==> config.mk <==
export PLATFORM = sky130hd
export DESIGN_NAME = symmetric_int8_quantizer
export DESIGN_NICKNAME = d
export VERILOG_FILES = /design/src/rtl/siq_pkg.sv /design/src/rtl/symmetric_int8_quantizer.sv
export SDC_FILE = /design/constraint.sdc
export NUM_CORES = 1
export LEC_CHECK = 0
export ABC_AREA = 1
export BUFFER_PORTS_ARGS = -buffer_cell sky130_fd_sc_hd__buf_4
export CORE_AREA = 5 5 170 172
export CTS_BUF_LIST = sky130_fd_sc_hd__clkbuf_8
export CTS_CLUSTER_DIAMETER = 100
export DETAILED_ROUTE_END_ITERATION = 12
export DIE_AREA = 0 0 175 177
export GPL_ROUTABILITY_DRIVEN = 1
export GPL_TIMING_DRIVEN = 1
export PLACE_DENSITY = 0.46
export SLEW_MARGIN = 20
export SYNTH_ARGS = -nofsm -noshare
export SYNTH_HDL_FRONTEND = slang
export SYNTH_SLANG_ARGS = --single-unit
export TNS_END_PERCENT = 30
==> constraint.sdc <==
create_clock -name clk -period 7.75 [get_ports clk]
set_clock_uncertainty 0.1 [all_clocks]
set_input_delay 0.775 -clock clk [delete_from_list [all_inputs] [get_ports clk]]
set_output_delay 0.775 -clock clk [all_outputs]
set_load 0.03 [all_outputs]
==> src/rtl/siq_pkg.sv <==
// ----------------------------------------------------------------------------
// siq_pkg: shared types and constants of the symmetric int8 quantizer
// Transaction structs, operation codes, sequencer states and datapath widths.
// ----------------------------------------------------------------------------
package siq_pkg;

    // Sample width, signed Q8.8
    localparam int VALUE_BITS = 16;
    // Reported absolute maximum width
    localparam int PEAK_BITS  = 16;
    // Quotient bits: the rounded quotient never exceeds 127
    localparam int QUOT_BITS  = 7;
    // 254 * mag needs eight more bits than the sample
    localparam int SCALE_BITS = VALUE_BITS + 8;
    // 254 * mag + peak stays below 2^(VALUE_BITS + 7)
    localparam int NUM_BITS   = VALUE_BITS + QUOT_BITS;
    localparam int CNT_BITS   = $clog2(QUOT_BITS);

    localparam logic signed [7:0] CODE_MAX  = 8'sd127;
    localparam logic signed [7:0] CODE_ZERO = 8'sd0;

    localparam logic OP_MEASURE  = 1'b0;
    localparam logic OP_QUANTIZE = 1'b1;

    typedef struct packed {
        logic                         operation;
        logic signed [VALUE_BITS-1:0] value;
        logic                         first;
    } sample_t;

    typedef struct packed {
        logic signed [7:0]          quantized;
        logic        [PEAK_BITS-1:0] running_max;
    } result_t;

    typedef enum logic [1:0] {
        ST_IDLE,
        ST_SCALE,
        ST_DIVIDE,
        ST_FINISH
    } state_t;

endpackage

==> src/rtl/symmetric_int8_quantizer.sv <==
// ----------------------------------------------------------------------------
// symmetric_int8_quantizer: per-tensor absmax int8 quantizer
// Measure transactions fold |value| into a running absolute maximum; quantize
// transactions return round(127 * value / absmax), half away from zero.
// ----------------------------------------------------------------------------
//
//  channel  | handshake                   | payload
//  ---------+-----------------------------+--------------------------------
//  sample   | sample_valid / sample_stall | siq_pkg::sample_t (op, value, first)
//  result   | result_valid / result_stall | siq_pkg::result_t (quantized, max)
//
//  A measure transaction, or a quantize transaction that needs no division
//  (zero absmax, or sample at or above absmax), goes from idle straight to
//  the finish state. A quantize transaction that divides first forms
//  254 * |value| + absmax, then takes seven restoring steps on the shared
//  subtractor (one quotient bit each); the finish state hands the result over.
//  Reset clears absmax to zero and empties the sequencer and result register.
//  One transaction is worked on at a time; a finished result waits in the
//  output register while the next sample is accepted.
// ----------------------------------------------------------------------------
module symmetric_int8_quantizer
(
    input  logic             clk,
    input  logic             rst_n,
    input  logic             sample_valid,
    output logic             sample_stall,
    input  siq_pkg::sample_t sample,
    output logic             result_valid,
    input  logic             result_stall,
    output siq_pkg::result_t result
);

    siq_pkg::state_t state_reg, state_next;

    // Running absolute maximum (control state: reset to zero)
    logic [siq_pkg::PEAK_BITS-1:0]  peak_reg, peak_next;

    // Working registers of the division
    logic [siq_pkg::VALUE_BITS-1:0] mag_reg, mag_next;
    logic                           neg_reg, neg_next;
    logic [siq_pkg::NUM_BITS-1:0]   rem_reg, rem_next;
    logic [siq_pkg::NUM_BITS-1:0]   dsh_reg, dsh_next;
    logic [siq_pkg::QUOT_BITS-1:0]  quot_reg, quot_next;
    logic [siq_pkg::CNT_BITS-1:0]   cnt_reg, cnt_next;
    logic signed [7:0]              code_reg, code_next;

    // Output register
    logic             result_valid_reg, result_valid_next;
    siq_pkg::result_t result_reg, result_next;

    // Sample magnitude; the most negative value maps to 2^(VALUE_BITS-1)
    logic                           sample_neg;
    logic [siq_pkg::VALUE_BITS-1:0] sample_mag;

    // Shared subtractor and numerator build
    logic [siq_pkg::NUM_BITS:0]     trial;
    logic                           fits;
    logic [siq_pkg::SCALE_BITS-1:0] scaled;
    logic [siq_pkg::QUOT_BITS-1:0]  quot_final;
    logic signed [7:0]              quot_code;

    assign sample_neg = sample.value[siq_pkg::VALUE_BITS-1];
    assign sample_mag = sample_neg ? (~sample.value + 1'b1) : sample.value;

    assign trial = {1'b0, rem_reg} - {1'b0, dsh_reg};
    assign fits  = ~trial[siq_pkg::NUM_BITS];

    // 254 * mag + peak = (mag << 8) - (mag << 1) + peak
    assign scaled = {mag_reg, 8'b0}
                  - {7'b0, mag_reg, 1'b0}
                  + {{(siq_pkg::SCALE_BITS-siq_pkg::PEAK_BITS){1'b0}}, peak_reg};

    assign quot_final = {quot_reg[siq_pkg::QUOT_BITS-2:0], fits};
    assign quot_code  = $signed({1'b0, quot_final});

    always_ff @(posedge clk or negedge rst_n)
    begin
        if (!rst_n)
        begin
            state_reg <= siq_pkg::ST_IDLE;
        end
        else
        begin
            state_reg <= state_next;
        end
    end

    always_ff @(posedge clk or negedge rst_n)
    begin
        if (!rst_n)
        begin
            peak_reg         <= '0;
            result_valid_reg <= 1'b0;
        end
        else
        begin
            peak_reg         <= peak_next;
            result_valid_reg <= result_valid_next;
        end
    end

    always_ff @(posedge clk)
    begin
        mag_reg    <= mag_next;
        neg_reg    <= neg_next;
        rem_reg    <= rem_next;
        dsh_reg    <= dsh_next;
        quot_reg   <= quot_next;
        cnt_reg    <= cnt_next;
        code_reg   <= code_next;
        result_reg <= result_next;
    end

    always_comb
    begin
        state_next        = state_reg;
        peak_next         = peak_reg;
        mag_next          = mag_reg;
        neg_next          = neg_reg;
        rem_next          = rem_reg;
        dsh_next          = dsh_reg;
        quot_next         = quot_reg;
        cnt_next          = cnt_reg;
        code_next         = code_reg;
        result_next       = result_reg;
        // drop the held result once it is taken
        result_valid_next = result_valid_reg & result_stall;
        sample_stall      = (state_reg != siq_pkg::ST_IDLE);

        case (state_reg)
            siq_pkg::ST_IDLE:
            begin
                if (sample_valid)
                begin
                    code_next  = siq_pkg::CODE_ZERO;
                    state_next = siq_pkg::ST_FINISH;
                    if (sample.operation == siq_pkg::OP_MEASURE)
                    begin
                        if (sample.first || (sample_mag > peak_reg))
                        begin
                            peak_next = sample_mag;
                        end
                    end
                    else if (peak_reg == '0)
                    begin
                        code_next = siq_pkg::CODE_ZERO;
                    end
                    else if (sample_mag >= peak_reg)
                    begin
                        // saturate by sign
                        code_next = sample_neg ? -siq_pkg::CODE_MAX : siq_pkg::CODE_MAX;
                    end
                    else
                    begin
                        mag_next   = sample_mag;
                        neg_next   = sample_neg;
                        state_next = siq_pkg::ST_SCALE;
                    end
                end
            end

            siq_pkg::ST_SCALE:
            begin
                rem_next   = scaled[siq_pkg::NUM_BITS-1:0];
                // divisor 2 * peak, aligned to the top quotient bit
                dsh_next   = {peak_reg, {siq_pkg::QUOT_BITS{1'b0}}};
                quot_next  = '0;
                cnt_next   = siq_pkg::CNT_BITS'(siq_pkg::QUOT_BITS - 1);
                state_next = siq_pkg::ST_DIVIDE;
            end

            siq_pkg::ST_DIVIDE:
            begin
                if (fits)
                begin
                    rem_next = trial[siq_pkg::NUM_BITS-1:0];
                end
                quot_next = quot_final;
                dsh_next  = dsh_reg >> 1;
                cnt_next  = cnt_reg - 1'b1;
                if (cnt_reg == '0)
                begin
                    code_next  = neg_reg ? -quot_code : quot_code;
                    state_next = siq_pkg::ST_FINISH;
                end
            end

            siq_pkg::ST_FINISH:
            begin
                // hold until the output register is free or being emptied
                if (!result_valid_reg || !result_stall)
                begin
                    result_next.quantized   = code_reg;
                    result_next.running_max = peak_reg;
                    result_valid_next       = 1'b1;
                    state_next              = siq_pkg::ST_IDLE;
                end
            end

            default:
            begin
                state_next = siq_pkg::ST_IDLE;
            end
        endcase
    end

    assign result_valid = result_valid_reg;
    assign result       = result_reg;

endmodule
**Word level (Yosys, flattened, before mapping)**

Index checks and enable logic that the tools add are counted.

- Bits of input ports: 22
- Word-level logic and storage cells: 72
- Flip-flop bits (word level): 123
- Output and inout port bits: 26

- Reduce and logical (&&, ||, !) cells: 16
- Multiplexer cells: 23
- Bitwise gates (word level): 6
- Add/sub/neg operators: 6
- Equal/unequal tests: 7
- $lt $le $gt $ge: 2

Operators with widths:

| operator | number |
|---|---|
| one-hot mux 23 bit (2 select lines) | 2 |
| two-way mux 8 bit | 7 |
| subtractor 23 x 23 -> 24 bit | 1 |
| adder 23 x 16 -> 23 bit | 1 |
| two-way mux 23 bit | 1 |
| subtractor 23 x 17 -> 23 bit | 1 |
| adder 16 x 1 -> 16 bit, second input constant | 1 |
| >= comparator 16 bit | 1 |
| greater-than comparator 16 bit | 1 |
| zero test 16 bit | 1 |
| two-way mux 16 bit | 1 |
| NOT 16 bit | 1 |
| one-hot mux 8 bit (2 select lines) | 1 |
| two-way mux 2 bit | 6 |
| one-hot mux 6 bit (2 select lines) | 1 |
| inequality test 2 bit, second input constant | 4 |
| negation 7 -> 8 bit | 1 |
| one-hot mux 2 bit (4 select lines) | 1 |
| one-hot mux 3 bit (2 select lines) | 1 |
| AND reduction 3 bit | 2 |
| nonzero test 2 bit | 3 |
| AND reduction 5 bit | 1 |
| equality test 2 bit, second input constant | 2 |
| NOT 1 bit | 4 |
| 10 further kinds | 14 |

**Longest topological paths before layout**

- Word-level depth: 9
- Mapped depth: 22
- Depth with buffers taken out: 21

**Worst setup path before layout**

No wires, ideal clock.

- Path type: input-to-reg
- Start: input sample[1] (netlist bit)
- End: register mag_reg[0] (netlist bit), enable pin
- Data required time: 7.260 ns
- Slack: 4.116 ns
- Path buffers: 0
- Stages on the path: 15
- Setup time: 0.390 ns
- Data arrival time: 3.143 ns
- Cells stage by stage: inv_1 -> ha_1 -> nand4_1 -> nor2_1 -> nand2_1 -> nand2_2 -> xor2_1 -> ha_1 -> nand2_1 -> inv_2 -> nand2_1 -> nand2_1 -> a21oi_1 -> nand4_1 -> nor2_1

- Word-level cells in the longest chain between the ends: 6

Ends and longest elaborated chain:

| what | line | text |
|---|---|---|
| from (decl) | symmetric_int8_quantizer.sv:27 | `input siq_pkg::sample_t sample,` |
| NOT 16 bit | symmetric_int8_quantizer.sv:63 | `assign sample_mag = sample_neg ? (~sample.value + 1'b1) : sample.value;` |
| adder 16 x 1 -> 16 bit | symmetric_int8_quantizer.sv:63 |  |
| two-way mux 16 bit | symmetric_int8_quantizer.sv:63 |  |
| via sample_mag, one bit | symmetric_int8_quantizer.sv:53 | `logic [siq_pkg::VALUE_BITS-1:0] sample_mag;` |
| >= comparator 16 bit | symmetric_int8_quantizer.sv:148 | `else if (sample_mag >= peak_reg)` |
| NOT 1 bit (no line) | - |  |
| AND reduction 5 bit (no line) | - |  |
| to (signal assigned) | symmetric_int8_quantizer.sv:104 | `mag_reg <= mag_next;` |
| to (decl) | symmetric_int8_quantizer.sv:39 | `logic [siq_pkg::VALUE_BITS-1:0] mag_reg, mag_next;` |

The timed path passes the listed nets, and every way through them passes these cells.
A chain may end at the register's enable or synchronous reset.

**Worst setup path after layout**

- Start: register state_reg[0]
- End: register code_reg[2], enable pin

- Word-level cells in the longest chain between the ends: 3
- Elaborated cells on any way between the ends: 6
- Those cells by class: 3 x eq/ne; 3 x reduce/logical

Ends and longest elaborated chain:

| what | line | text |
|---|---|---|
| from (decl) | symmetric_int8_quantizer.sv:33 | `siq_pkg::state_t state_reg, state_next;` |
| from (signal assigned) | symmetric_int8_quantizer.sv:80 | `state_reg <= siq_pkg::ST_IDLE;` |
| from (signal assigned) | symmetric_int8_quantizer.sv:84 | `state_reg <= state_next;` |
| equality test 2 bit or zero test 2 bit (tied branches) | symmetric_int8_quantizer.sv:130 | `case (state_reg)` |
| inequality test 2 bit (no line) or nonzero test 2 bit (tied branches) | - |  |
| AND reduction 3 bit (no line) (*) | - |  |
| to (signal assigned) | symmetric_int8_quantizer.sv:110 | `code_reg <= code_next;` |
| to (decl) | symmetric_int8_quantizer.sv:45 | `logic signed [7:0] code_reg, code_next;` |

Mark *: on every way between the ends. The rest lies on a longest branch, timed or not.

==> flow_summary.ini <==
[critical_path]
worstRegToRegCells = 5
arrival_ns = 3.61
path_max_fanout = 75
worst_r2r_endpoint = code_reg[2]
path_class = flop to flop
reg2reg_slack_ns = 4.12
r2r_start = state_reg[0]
cp_data_required_time_ns = 7.73
critPathLaunch = state_reg[0]
crit_path_start_kind = flop
end_kind = flop
crit_end = code_reg[2]

[route]
remaining_drc_errors = 0
vias = 7428
first_pass_iters = 4
routed_wl_um = 25140
viasPerCell = 4.777
drt_iter0_drc = 489
antenna_left = 0
wl_per_cell_um = 16.17

[synth]
synth-adder-area-share_pct = 13.01
synthMuxAreaShare_pct = 0
synth_area_um2 = 8845
synth-edff-count = 104
synth_cells = 1140
ys_warn_count = 0
synth-simple-area-share_pct = 25.45
avgSynthCellArea_um2 = 7.759
syn_nets = 1248
synth_compound_area_share_pct = 9.860
synth_top_family_by_area = simple AND/OR/NAND/NOR gates
ys_seq_area_share_pct = 40.68
yosysUniqueCellTypes = 40
synth_flop_cell = edfxtp_1
ys_ff_latch = 123
synth_xor_area_share_pct = 1.485
synth-async-reset-ratio_pct = 15.45

[power]
leakage_nw = 4.850
ir_worst_vdd_mv = 0.1555
power_density_nw_per_um2 = 485.1

[die]
fp.dieArea_um2 = 30980
die_y_um = 177
die_w_um = 175
rows = 61
initial_core_util_pct = 32.37
core_um2 = 27320
ioPinCount = 48

[global_routing]
grt.total_usage_pct = 16.49
grt_max_degree = 76
grt_pass1_vias = 7342
grt_pass1_wl_um = 39640
antenna_found_initial = 0
globalRoute.totalOverflow = 0

[sta]
period_needed_ns = 3.628
report.final.slew_viol_count = 0
finalSetupViolCount = 0
rsz0062_at_grt = false
finalHoldViolations = 0
slew_headroom_pct = 42.38
max_freq_mhz = 275.6
period_share_pct = 46.81
setup_tns_ns = 0
tightest_slew_ns = 0.8591

[layout]
fin_util_pct = 36.68
areaGrowthSynthToFinish_pct = 13.31
nets = 1304
fin_cells = 1555
drive_gt1_share_pct = 8.685
final_cell_mix = nand2_1, inv_1, edfxtp_1, nand3_1, a21oi_1
largest_register_ff_count = 24
final_common_cell = nand2_1
n_antenna_cell = 0

[clocking]
worstSkewPairLatency_ns = 0.46
cts-hold-fix-buffers = 0
clkTransAtPathRegs_ns = 0.09
numCtsBuffers = 17
cts_tree = built
post_cts_resized = 0
post-cts-setup-buffer-count = 0
h-tree-depth = 4
root_buffer = clkbuf_8
cts_max_path_buffers = 2
clock-sinks = 123

[flow_run]
max-cap-violations = 0

[place]
placedCellCount = 1523
portBuffers = 47
place_congestion = 0.8260
dp_hpwl_um = 20050

[outcome]
outcome = finished, final reports clean

[hold_path]
hold_path.class = input pin to asynchronous set/reset pin
area by class of cell:
class                      instances  area, um^2
tap                              346       432.9
sequential                       123        3598
fill                            2911       17300
multi-input combinational        797        4412
clock inverter                    15       185.2
inverter                         205       769.5
clock buffer                      17       234.0
timing repair buffer              52       390.4
per-stage QoR:
stage          setup WS [ns]  instance area, um^2  power [mW]  hold WS (ns)
4_1_cts                4.043                10020       4.909       0.05978
2_1_floorplan          4.116                 8845       3.365        0.3003
3_5_place_dp           3.995                 9603       4.246        0.3178
6_report               4.122                10020       4.862       0.08299
3_3_place_gp           4.036                 9603       4.235        0.3170
5_1_grt                3.826                10020       5.347       0.07589
layer usage:
layer,wire [um],track usage [%]
met2,11890,27.84
met5,0,0
met4,263,3.633
met3,754,2.585
met1,12230,22.49
how the worst min path moves through the flow:
stage,from,endpoint
2_1_floorplan,code_reg[0],result[16]
3_3_place_gp,code_reg[7],result[23]
3_5_place_dp,code_reg[3],result[19]
4_1_cts,rst_n,peak_reg[0]
5_1_grt,rst_n,peak_reg[2]
6_report,rst_n,state_reg[0]
cells in the mapped netlist, types with 2 or more instances:
cell | instances | share of area (%)
nor2_2 | 3 | 0.21
nor3_1 | 14 | 0.79
a21oi_1 | 77 | 4.4
dfrtp_1 | 19 | 5.4
nor2_1 | 75 | 3.2
inv_1 | 203 | 8.6
or2_2 | 2 | 0.14
o21a_1 | 2 | 0.17
ha_1 | 76 | 11
nand2_4 | 2 | 0.25
o21ai_2 | 3 | 0.30
o22ai_1 | 2 | 0.14
o21bai_1 | 4 | 0.34
clkbuf_1 | 10 | 0.42
xor2_1 | 12 | 1.2
buf_2 | 3 | 0.17
fa_1 | 10 | 2.3
nand2_1 | 315 | 13
nand3_1 | 85 | 4.8
xnor2_1 | 3 | 0.30
nand4_1 | 20 | 1.4
edfxtp_1 | 104 | 35
and2_1 | 2 | 0.14
nand2_2 | 3 | 0.21
o21ai_1 | 2 | 0.11
o21ai_0 | 72 | 4.1
nand3b_1 | 4 | 0.34
critical path: stages (launching register included):
cell      delay (ns)
dfrtp_1         0.41
inv_1           0.13
ha_2            0.17
buf_4           0.59
clkinv_1        0.93
a21oi_1         0.89
cell families (layout without fill, tap and decap cells):
| group | Yosys count | in the layout |
|---|---|---|
| xor+xnor | 15 | 15 |
| compound gates | 166 | 166 |
| fa+ha+maj | 86 | 86 |
| flops | 123 | 123 |
| simple gates | 530 | 530 |
| buf+inv | 220 | 289 |
report_power, final:
group / internal, mW / leakage (nW) / switching, mW
clock network: 0.325 / 0.218 / 0.311
registers: 1.18 / 1.23 / 0.178
logic: 0.902 / 3.40 / 1.97
total: 2.41 / 4.85 / 2.45
No activity file was read; power rests on OpenSTA's default activity.
